[config.mk]
export PLATFORM = sky130hd
export DESIGN_NAME = min_priority_ready_queue
export DESIGN_NICKNAME = d
export VERILOG_FILES = /design/src/hdl/mrq_pkg.sv /design/src/hdl/min_priority_ready_queue.sv /design/src/hdl/mrq_ctrl.sv /design/src/hdl/mrq_datapath.sv
export SDC_FILE = /design/constraint.sdc
export NUM_CORES = 1
export LEC_CHECK = 0
export BUFFER_PORTS_ARGS = -buffer_cell sky130_fd_sc_hd__buf_4
export CAP_MARGIN = 20
export CORE_AREA = 3 3 208 210
export CTS_CLUSTER_SIZE = 20
export DETAILED_ROUTE_END_ITERATION = 12
export DIE_AREA = 0 0 211 213
export HOLD_SLACK_MARGIN = 0.06
export PLACE_DENSITY = 0.68
export SLEW_MARGIN = 5
export SYNTH_ARGS = -nofsm -noshare
export SYNTH_HDL_FRONTEND = slang
export SYNTH_SLANG_ARGS = --single-unit
export TNS_END_PERCENT = 5
[constraint.sdc]
create_clock -name clk_i -period 3.61 [get_ports clk_i]
set_input_delay 0.5415 -clock clk_i [delete_from_list [all_inputs] [get_ports clk_i]]
set_output_delay 0.5415 -clock clk_i [all_outputs]
set_load 0.05 [all_outputs]
[src/hdl/mrq_pkg.sv]
// Shared types, codes and constants for the min-priority ready queue.
package mrq_pkg;

  // Default number of entries the queue holds
  localparam int unsigned QueueDepthDef = 16;

  // Field widths
  localparam int unsigned IdW   = 16;
  localparam int unsigned PrioW = 8;
  localparam int unsigned OccW  = 5;

  // Operation codes
  localparam logic OpEnq = 1'b0;
  localparam logic OpDeq = 1'b1;

  // Result status codes
  localparam logic [1:0] StDone  = 2'd0;
  localparam logic [1:0] StFull  = 2'd1;
  localparam logic [1:0] StEmpty = 2'd2;

  // One stored entry
  typedef struct packed {
    logic [PrioW-1:0] prio;
    logic [IdW-1:0]   id;
  } entry_t;

  // Controller states
  typedef enum logic [2:0] {
    S_IDLE,
    S_SCAN,
    S_SCAN_END,
    S_SHIFT,
    S_SHIFT_END,
    S_DONE
  } state_e;

  // Commands from controller to datapath
  typedef struct packed {
    logic       accept;      // beat taken: load result status, clear result payload
    logic [1:0] res_status;  // status recorded on accept
    logic       enq_wr;      // append input entry at the tail
    logic       scan_init;   // restart scan pointer at the head
    logic       scan_rd;     // read entry at scan pointer, advance
    logic       shift_init;  // point at the winning entry
    logic       shift_rd;    // read the entry behind the pointer, advance
    logic       take;        // drop one entry, latch the winner as result
  } cmd_t;

  // Status from datapath to controller
  typedef struct packed {
    logic full;
    logic empty;
    logic scan_last;   // scan pointer sits on the last held entry
    logic shift_more;  // an entry still lies behind the shift pointer
  } stat_t;

endpackage

[src/hdl/min_priority_ready_queue.sv]
// Top level of the bounded, stable min-priority ready queue.
// Enqueue and any rejected or empty operation: result strobe in the cycle after start,
//   next start taken once the controller is back in idle after the strobe.
// Dequeue: a scan of every held entry, then a close-up behind the winner, then the strobe;
//   scan and close-up run one after the other on the single read port of the entry memory.
// Reset clears the controller and the fill count; entry contents are left as they are.
// Each result is presented for one cycle on done_o; the receiver cannot stall it.
module min_priority_ready_queue
  import mrq_pkg::*;
#(
  parameter int unsigned QUEUE_DEPTH = QueueDepthDef
) (
  input  logic             clk_i,
  input  logic             rst_ni,
  input  logic             start_i,
  output logic             busy_o,
  input  logic             op_i,
  input  logic [IdW-1:0]   proc_id_i,
  input  logic [PrioW-1:0] priority_req_i,
  output logic             done_o,
  output logic [1:0]       status_o,
  output logic [IdW-1:0]   out_id_o,
  output logic [PrioW-1:0] out_priority_o,
  output logic [OccW-1:0]  occupancy_o,
  output logic             is_empty_o
);

  cmd_t  cmd;
  stat_t stat;

  // Sequencer
  mrq_ctrl u_ctrl (
    .clk_i   (clk_i),
    .rst_ni  (rst_ni),
    .start_i (start_i),
    .op_i    (op_i),
    .stat_i  (stat),
    .cmd_o   (cmd),
    .busy_o  (busy_o),
    .done_o  (done_o)
  );

  // Storage and compare
  mrq_datapath #(
    .QUEUE_DEPTH (QUEUE_DEPTH)
  ) u_datapath (
    .clk_i          (clk_i),
    .rst_ni         (rst_ni),
    .cmd_i          (cmd),
    .proc_id_i      (proc_id_i),
    .priority_req_i (priority_req_i),
    .stat_o         (stat),
    .status_o       (status_o),
    .out_id_o       (out_id_o),
    .out_priority_o (out_priority_o),
    .occupancy_o    (occupancy_o),
    .is_empty_o     (is_empty_o)
  );

endmodule

[src/hdl/mrq_ctrl.sv]
// Sequencing controller for the min-priority ready queue.
module mrq_ctrl
  import mrq_pkg::*;
(
  input  logic  clk_i,
  input  logic  rst_ni,
  input  logic  start_i,
  input  logic  op_i,
  input  stat_t stat_i,
  output cmd_t  cmd_o,
  output logic  busy_o,
  output logic  done_o
);

  state_e state_q, state_d;

  // State register
  always_ff @(posedge clk_i or negedge rst_ni) begin
    if (!rst_ni) begin
      state_q <= S_IDLE;
    end else begin
      state_q <= state_d;
    end
  end

  // Next state and commands
  always_comb begin
    state_d = state_q;
    cmd_o   = '0;
    cmd_o.res_status = StDone;
    busy_o  = 1'b1;
    done_o  = 1'b0;
    case (state_q)
      S_IDLE: begin
        busy_o = 1'b0;
        if (start_i) begin
          cmd_o.accept = 1'b1;
          if (op_i == OpEnq) begin
            if (stat_i.full) begin
              cmd_o.res_status = StFull;
            end else begin
              cmd_o.enq_wr = 1'b1;
            end
            state_d = S_DONE;
          end else if (stat_i.empty) begin
            cmd_o.res_status = StEmpty;
            state_d = S_DONE;
          end else begin
            cmd_o.scan_init = 1'b1;
            state_d = S_SCAN;
          end
        end
      end
      S_SCAN: begin
        cmd_o.scan_rd = 1'b1;
        if (stat_i.scan_last) begin
          state_d = S_SCAN_END;
        end
      end
      S_SCAN_END: begin
        // last compare lands this cycle
        cmd_o.shift_init = 1'b1;
        state_d = S_SHIFT;
      end
      S_SHIFT: begin
        if (stat_i.shift_more) begin
          cmd_o.shift_rd = 1'b1;
        end else begin
          state_d = S_SHIFT_END;
        end
      end
      S_SHIFT_END: begin
        // final close-up write has already landed in the last shift state
        cmd_o.take = 1'b1;
        state_d = S_DONE;
      end
      S_DONE: begin
        done_o  = 1'b1;
        state_d = S_IDLE;
      end
      default: begin
        state_d = S_IDLE;
      end
    endcase
  end

endmodule

[src/hdl/mrq_datapath.sv]
// Entry memory, fill count, minimum scan and close-up shift datapath.
module mrq_datapath
  import mrq_pkg::*;
#(
  parameter int unsigned QUEUE_DEPTH = QueueDepthDef
) (
  input  logic             clk_i,
  input  logic             rst_ni,
  input  cmd_t             cmd_i,
  input  logic [IdW-1:0]   proc_id_i,
  input  logic [PrioW-1:0] priority_req_i,
  output stat_t            stat_o,
  output logic [1:0]       status_o,
  output logic [IdW-1:0]   out_id_o,
  output logic [PrioW-1:0] out_priority_o,
  output logic [OccW-1:0]  occupancy_o,
  output logic             is_empty_o
);

  localparam int unsigned AW    = $clog2(QUEUE_DEPTH);
  localparam int unsigned FillW = $clog2(QUEUE_DEPTH + 1);

  localparam logic [FillW-1:0] DepthVal = FillW'(QUEUE_DEPTH);
  localparam logic [FillW-1:0] One      = FillW'(1);

  entry_t mem [QUEUE_DEPTH];

  logic [FillW-1:0] fill_q;
  logic [FillW-1:0] ptr_q;
  logic [FillW-1:0] ptr_next;
  logic [AW-1:0]    rd_addr;
  logic             rd_en;
  entry_t           rdata_q;

  logic             rdv_q, shv_q;
  logic [AW-1:0]    rd_idx_q;
  logic [AW-1:0]    wr_idx_q;

  logic [AW-1:0]    best_idx_q, best_idx_d;
  entry_t           best_q, best_d;

  logic [1:0]       res_status_q;
  entry_t           res_q;

  assign ptr_next = ptr_q + One;

  // Status toward the controller
  assign stat_o.full       = (fill_q == DepthVal);
  assign stat_o.empty      = (fill_q == '0);
  assign stat_o.scan_last  = (ptr_next == fill_q);
  assign stat_o.shift_more = (ptr_next < fill_q);

  // Single read port: scan reads the pointer, shift reads the entry behind it
  assign rd_en   = cmd_i.scan_rd | cmd_i.shift_rd;
  assign rd_addr = cmd_i.scan_rd ? ptr_q[AW-1:0] : ptr_next[AW-1:0];

  // Entry memory: tail append or close-up write; registered read
  always_ff @(posedge clk_i) begin
    if (cmd_i.enq_wr) begin
      mem[fill_q[AW-1:0]] <= '{prio: priority_req_i, id: proc_id_i};
    end else if (shv_q) begin
      mem[wr_idx_q] <= rdata_q;
    end
  end

  always_ff @(posedge clk_i) begin
    if (rd_en) begin
      rdata_q <= mem[rd_addr];
    end
  end

  // Read-pipeline tags
  always_ff @(posedge clk_i or negedge rst_ni) begin
    if (!rst_ni) begin
      rdv_q <= 1'b0;
      shv_q <= 1'b0;
    end else begin
      rdv_q <= cmd_i.scan_rd;
      shv_q <= cmd_i.shift_rd;
    end
  end

  always_ff @(posedge clk_i) begin
    rd_idx_q <= ptr_q[AW-1:0];
    wr_idx_q <= ptr_q[AW-1:0];
  end

  // Running minimum: strict less-than keeps the earliest arrival on ties
  always_comb begin
    best_idx_d = best_idx_q;
    best_d     = best_q;
    if (rdv_q && ((rd_idx_q == '0) || (rdata_q.prio < best_q.prio))) begin
      best_idx_d = rd_idx_q;
      best_d     = rdata_q;
    end
  end

  always_ff @(posedge clk_i) begin
    best_idx_q <= best_idx_d;
    best_q     <= best_d;
  end

  // Scan / shift pointer
  always_ff @(posedge clk_i) begin
    if (cmd_i.scan_init) begin
      ptr_q <= '0;
    end else if (cmd_i.shift_init) begin
      ptr_q <= FillW'(best_idx_d);
    end else if (rd_en) begin
      ptr_q <= ptr_next;
    end
  end

  // Fill count
  always_ff @(posedge clk_i or negedge rst_ni) begin
    if (!rst_ni) begin
      fill_q <= '0;
    end else if (cmd_i.enq_wr) begin
      fill_q <= fill_q + One;
    end else if (cmd_i.take) begin
      fill_q <= fill_q - One;
    end
  end

  // Result registers
  always_ff @(posedge clk_i) begin
    if (cmd_i.accept) begin
      res_status_q <= cmd_i.res_status;
      res_q        <= '0;
    end else if (cmd_i.take) begin
      res_q        <= best_q;
    end
  end

  assign status_o       = res_status_q;
  assign out_id_o       = res_q.id;
  assign out_priority_o = res_q.prio;
  assign occupancy_o    = OccW'(fill_q);
  assign is_empty_o     = (fill_q == '0);

endmodule

# --- After elaboration in Yosys (flattened, before gate mapping) ---
# Memories as Yosys holds them, arrays and structs flattened. A register that Yosys moved wholly into a read port is not among the register bits.
# Index checks and enable logic that the tools add are counted.
totals:
  regBits: 73
  mem_bits_rw: 384
  output_inout_bits: 34
  elab_cells: 77
  memories: 1
  input_bits: 28
classes:
  reduce_logical: 11
  bitwise_logic: 1
  n_mux: 36
  addsub: 3
  n_eq_ne: 10
  order_cmp: 2
memory_table:
  columns: ["memory", "words", "word_bits", "read_ports", "rd_ports_with_merged_regs", "write_ports", "line", "source"]
  rows:
  - ["u_datapath.mem", 16, 24, 1, 1, 1, "mrq_datapath.sv:26", "entry_t mem [QUEUE_DEPTH];"]
ops:
  columns: ["op", "n"]
  rows:
  - ["2-to-1 mux 24 bit", 1]
  - ["OR reduction 24 bit", 1]
  - ["2-to-1 mux 4 bit", 5]
  - ["2-to-1 mux 5 bit", 4]
  - ["2-to-1 mux 1 bit", 18]
  - ["2-to-1 mux 3 bit", 5]
  - ["case mux 3 bit (5 select lines)", 1]
  - ["adder 5 x 1 -> 5 bit, second input constant", 2]
  - ["< comparator 8 bit", 1]
  - ["equality test 3 x 2 -> 1 bit, second input constant", 2]
  - ["equality test 3 bit, second input constant", 2]
  - ["inequality test 2 bit, second input constant", 3]
  - ["equality test 5 bit", 1]
  - ["equality test 5 bit, second input constant", 1]
  - ["zero test 5 bit", 1]
  - ["< comparator 5 bit", 1]
  - ["subtractor 5 x 1 -> 5 bit, second input constant", 1]
  - ["zero test 4 bit", 1]
  - ["2-to-1 mux 2 bit", 2]
  - ["nonzero test 2 bit", 2]
  - ["equality test 3 x 1 -> 1 bit, second input constant", 1]
  - ["zero test 3 bit", 1]
  - ["AND reduction 3 bit", 1]
  - ["AND reduction 2 bit", 1]
  - ["other kinds (4)", 4]

# --- Logic depth before layout (Yosys ltp) ---
depth:
  word_depth: 9
  depth_mapped: 10

# --- By module ---
# From an unflattened synthesis, not the netlist that was laid out.
hier_totals:
  hier_cells: 991
  hier_area_um2: 18846.8
by_module_without_submodules:
  columns: ["module", "instances", "seq_area_each_um2", "area_each_um2", "cells_per_inst"]
  rows:
  - ["mrq_datapath", 1, 13948.4, 18581.6, 959]
  - ["mrq_ctrl", 1, 75.1, 265.3, 32]

# --- Least setup slack after synthesis ---
# Ideal clock, no wire load.
synth_timing:
  path_type: "register to register"
  from: "reg u_datapath.fill_q[0], in the netlist u_datapath.occupancy_o[0]"
  to: "mem u_datapath.mem[0][0] (netlist name), enable pin"
  required_ns: 3.205
  arrival_time_ns: 2.996
  stages_incl_launch_ff: 9
  setup_time_ns: 0.405
  path_slack_ns: 0.210
  path_cell_list: "dfrtp_1 nor4_1 nand2_1 nor4b_2 nand2b_1 buf_2 nor3_1 a31oi_1 nor2_1"
synth_via:
  elab_chain_cells: 9
  elab_cells_between_ends: 12
  cone_classes: "eq/ne: 1; mux: 10; reduce/logical: 1"
synth_lines:
  columns: ["item", "line", "source"]
  rows:
  - ["from (decl)", "mrq_datapath.sv:28", "logic [FillW-1:0] fill_q;"]
  - ["from (signal assigned)", "mrq_datapath.sv:119", "fill_q <= fill_q + One;"]
  - ["from (signal assigned)", "mrq_datapath.sv:121", "fill_q <= fill_q - One;"]
  - ["equality test 5 bit", "mrq_datapath.sv:48", "assign stat_o.full = (fill_q == DepthVal);"]
  - ["2-to-1 mux 1 bit", "mrq_ctrl.sv:39", "if (stat_i.full) begin"]
  - ["2-to-1 mux 1 bit", "mrq_ctrl.sv:38", "if (op_i == OpEnq) begin"]
  - ["2-to-1 mux 5 bit", "mrq_ctrl.sv:36", "if (start_i) begin"]
  - ["2-to-1 mux 5 bit", "mrq_ctrl.sv:33", "case (state_q)"]
  - ["2-to-1 mux 1 bit", "mrq_datapath.sv:59", "if (cmd_i.enq_wr) begin"]
  - ["2-to-1 mux 1 bit (not written as such)", "mrq_datapath.sv:62", "mem[wr_idx_q] <= rdata_q;"]
  - ["OR reduction 24 bit (no source line)", null, null]
  - ["2-to-1 mux 4 bit (no source line) or 2-to-1 mux 1 bit (tied branches)", null, null]
  - ["to (decl)", "mrq_datapath.sv:26", null]
# Parallel ways exist; a longest one is shown, timed or not.

# --- Worst setup path in the final report ---
layout_timing:
  from: "reg u_ctrl.state_q[0]"
  to: "mem u_datapath.mem[6][1] (netlist name), enable pin"
layout_via:
  elab_chain_cells: 6
  elab_cells_between_ends: 9
  cone_classes: "mux: 7; reduce/logical: 2"
layout_lines:
  columns: ["item", "line", "source"]
  rows:
  - ["from (decl)", "mrq_ctrl.sv:15", "state_e state_q, state_d;"]
  - ["from (signal assigned)", "mrq_ctrl.sv:22", "state_q <= state_d;"]
  - ["zero test 3 bit (*)", "mrq_ctrl.sv:33", null]
  - ["2-to-1 mux 5 bit (*)", "mrq_ctrl.sv:33", null]
  - ["2-to-1 mux 1 bit", "mrq_datapath.sv:59", null]
  - ["2-to-1 mux 1 bit (not written as such)", "mrq_datapath.sv:62", null]
  - ["OR reduction 24 bit (no source line)", null, null]
  - ["2-to-1 mux 4 bit (no source line) or 2-to-1 mux 1 bit (tied branches)", null, null]
# Every way passes the cells marked *; elsewhere a longest branch is shown, timed or not.

==> results.toml <==
[run_status]
outcome = "complete, no violations"

[synthesis]
avgSynthCellArea_sq_um = 19.1
seq_area_frac_synth_pct = 75.4
netlist_area_sq_um = 18600
yosys_most_used_dff = "edfxtp_1"
ys_warn_count = 0
synth_edf_count = 434
synth-simple-area-share_pct = 3.48
synthAdderAreaFrac_pct = 1.18
ys_ff_latch = 481
syn_inst = 972
synth_top_family_by_area = "multiplexers"
ys_types = 48
syn-num-nets = 1017
synth_compound_area_share_pct = 4.24
synth_mux_area_share_pct = 13.5
synthArstFlopShare_pct = 2.08
synth_xor_area_share_pct = 0.652

[floorplanning]
fp-row-count = 75
dieArea_sq_um = 44900
die_h_um = 213
boundaryPins = 62
start_util_pct = 44.6
coreArea_sq_um = 41800
die_w_um = 211

[worst_setup_path]
critPathMaxFanout = 17
cp_top_family = "simple AND/OR/NAND/NOR gates"
r2r_setup_slack_ns = 0.51
end_kind = "register"
crit_type = "register to register"
required_ns = 3.91
crit_path_max_incr_delay_ns = 0.78
r2r_end = "u_datapath.mem[6][1]$_DFFE_PP_"
startpoint = "u_ctrl.state_q[0]$_DFFE_PN0P_"
cpMaxStageDelayCell = "a31oi_1"
worstSetupStartpointType = "register"
arrival_ns = 3.40
crit_path_cell_trace = "inv_1 > nand2_1 > nor4b_2 > nand2b_2 > nor3b_1 > a31oi_1 > nor2_4 > buf_12"
r2r_cells = 8
r2r_start = "u_ctrl.state_q[0]$_DFFE_PN0P_"
cp.buffers_inverters = 2

[global_route]
grt_pass1_vias = 9895
overflow = 0
grt_max_degree = 97
grt_use_total_pct = 18.6
grt_pass1_wl_um = 61900
antenna_found_initial = 0

[final_layout]
layout-drive-gt1-share_pct = 29.0
syn_to_final_growth_pct = 17.0
seqCellArea_sq_um = 14000
fin_cells = 1660
final_area_sq_um = 21800
antenna_cells = 0
fillers = 3232
finish.utilization_pct = 52.1
final_nets = 1131
multiInputGateArea_sq_um = 4460

[placement]
post-place-ws_ns = 0.512
routabilityCongestion = 0.802
dp_cells = 1574
hpwl_um = 23700
post_dp_cell_area_sq_um = 20300
io_buffers = 61

[timing]
period_share_pct = 85.8
finalHoldViolations = 0
tightest_slew_ns = 1.12
fmax_ghz = 0.323
setup_tns_ns = 0
grt_setup_unrepaired = "false"
setup_ws_ns = 0.512
setup_viol = 0
fin_crit_ns = 3.10
fin_skew_ns = 0.00981
drv_slew = 0
slew_headroom_pct = 24.9

[hold_path]
hold_path_class = "primary input to register"
min_to = "u_ctrl.state_q[0]$_DFFE_PN0P_"
hold_depth = 2
hp-start = "start_i"

[clock_tree]
clock_sinks = 481
cts_htree_levels = 2
cts.path.max_buffers = 3
clock_latency_ns = 0.55
cts.repair.resized = 0
path_clk_slew_ns = 0.06
root_buffer = "clkbuf_16"
postCtsSetupRepairBufs = 0
cts_buffers = 46
cts_hold_buffers = 1
cts_tree = "built"

[drt]
dr.pass1.iters = 5
vias = 9612
drc_errors = 0
via_per_inst = 5.79
wl_um = 41000
postRouteAntennaNets = 0
initialDrtViolationCount = 984
post_drt_wl_per_cell_um = 24.7

[pwr]
powerDensity_nw_per_um2 = 925
peakVddDrop_mv = 0.639
power.leakage_nw = 7.26

[flow_run]
max_cap_violations = 0
-- sequential cells by signal, summed over array words and instances, names as in the netlist --
signal and cells:
u_datapath.mem 384, u_datapath.best_q 24, u_datapath.rdata_q 24, u_datapath.out_id_o 16, u_datapath.out_priority_o 8, u_datapath.occupancy_o 5
u_datapath.ptr_q 5, u_datapath.best_idx_q 4, u_datapath.rd_idx_q 4, u_ctrl.state_q 3, u_datapath.status_o 2, u_datapath.rdv_q 1
u_datapath.shv_q 1
-- worst reg2reg max path, delay by kind of cell, from the launching register on --
kind                   cells  cell delay [ns]
AO/OA/AOI/OAI              1             0.78
AND/OR/NAND/NOR            5             1.08
buffers and inverters      2             0.46
flip-flops                 1             0.53
-- cells in the mapped netlist (all sizes together) (6+ instances only) --
library cell	n	area [sq um]
nor3	6	30.0
ha	16	200
a22oi	48	360
edfxtp	434	13000
mux4	96	2160
a21oi	35	175
o21ai	8	40.0
clkbuf	24	90.1
nor2	37	146
a31oi	9	56.3
inv	22	82.6
mux2	29	327
xor2	6	52.6
dfrtp	10	250
buf	18	121
nand2	89	342
dfxtp	37	741
xnor2	7	68.8
-- placed cells by master, fill, tap and decap left out, types with 7 or more instances in the layout --
cell type / n
edfxtp_1: 434
mux4_2: 96
nand2_1: 88
buf_4: 85
a22oi_1: 48
clkbuf_16: 47
dfxtp_1: 37
a21oi_1: 35
mux2_2: 29
inv_1: 20
buf_12: 20
nor2_4: 17
ha_1: 16
nor2_1: 15
clkbuf_1: 11
dfrtp_1: 10
a31oi_1: 9
clkinv_1: 9
o21ai_0: 7
clkinv_2: 7
-- power by group --
part	total, mW	switching [mW]	internal, mW	leakage [nW]
Sequential	7.73	0.456	7.27	4.38
Combinational	7.85	4.36	3.49	2.19
Clock	4.55	1.94	2.61	0.695
-- kinds of logic after synthesis --
family	after synthesis
flops	481
simple gates	151
mux	127
compound gates	119
buf+inv	64
fa+ha+maj	17
xor+xnor	13
-- cell type report --
| type | count | area share (%) |
|---|---|---|
| well taps | 539 | 3.10 |
| clock inverters | 21 | 0.690 |
| repair buffers | 108 | 5.07 |
| multi-input cells | 427 | 20.5 |
| inverters | 22 | 0.379 |
| clock buffers | 62 | 5.85 |
| flip-flops and latches | 481 | 64.4 |
-- stage by stage --
| stage | total power [mW] | hold slack [ns] |
|---|---|---|
| floorplan | 13.2 | 0.246 |
| global placement | 15.5 | 0.381 |
| finish | 20.1 | 0.265 |
| CTS | 20.2 | 0.247 |
| detailed placement | 15.6 | 0.379 |
| global route | 21.1 | 0.256 |
-- metal layers --
layer  track usage [%]  routed length (um)
met3              2.91                2560
met4              4.90                 899
met2              29.8               19800
met1              27.1               17700
met5                 0                   0
-- how the worst max path moves through the flow --
stage,to,slack [ns],cells after the start
after global routing,u_datapath.ptr_q[1]$_SDFFE_PP0P_,0.24,9
after detailed placement,u_datapath.rdata_q[14]$_DFFE_PP_,0.51,7
after floorplan,u_datapath.mem[0][0]$_DFFE_PP_,0.21,8
after global placement,u_datapath.rdata_q[7]$_DFFE_PP_,0.51,7
after CTS,u_datapath.rdata_q[14]$_DFFE_PP_,0.48,7
final,u_datapath.mem[6][1]$_DFFE_PP_,0.51,8
Note: power is estimated with default switching activity, not from simulation.
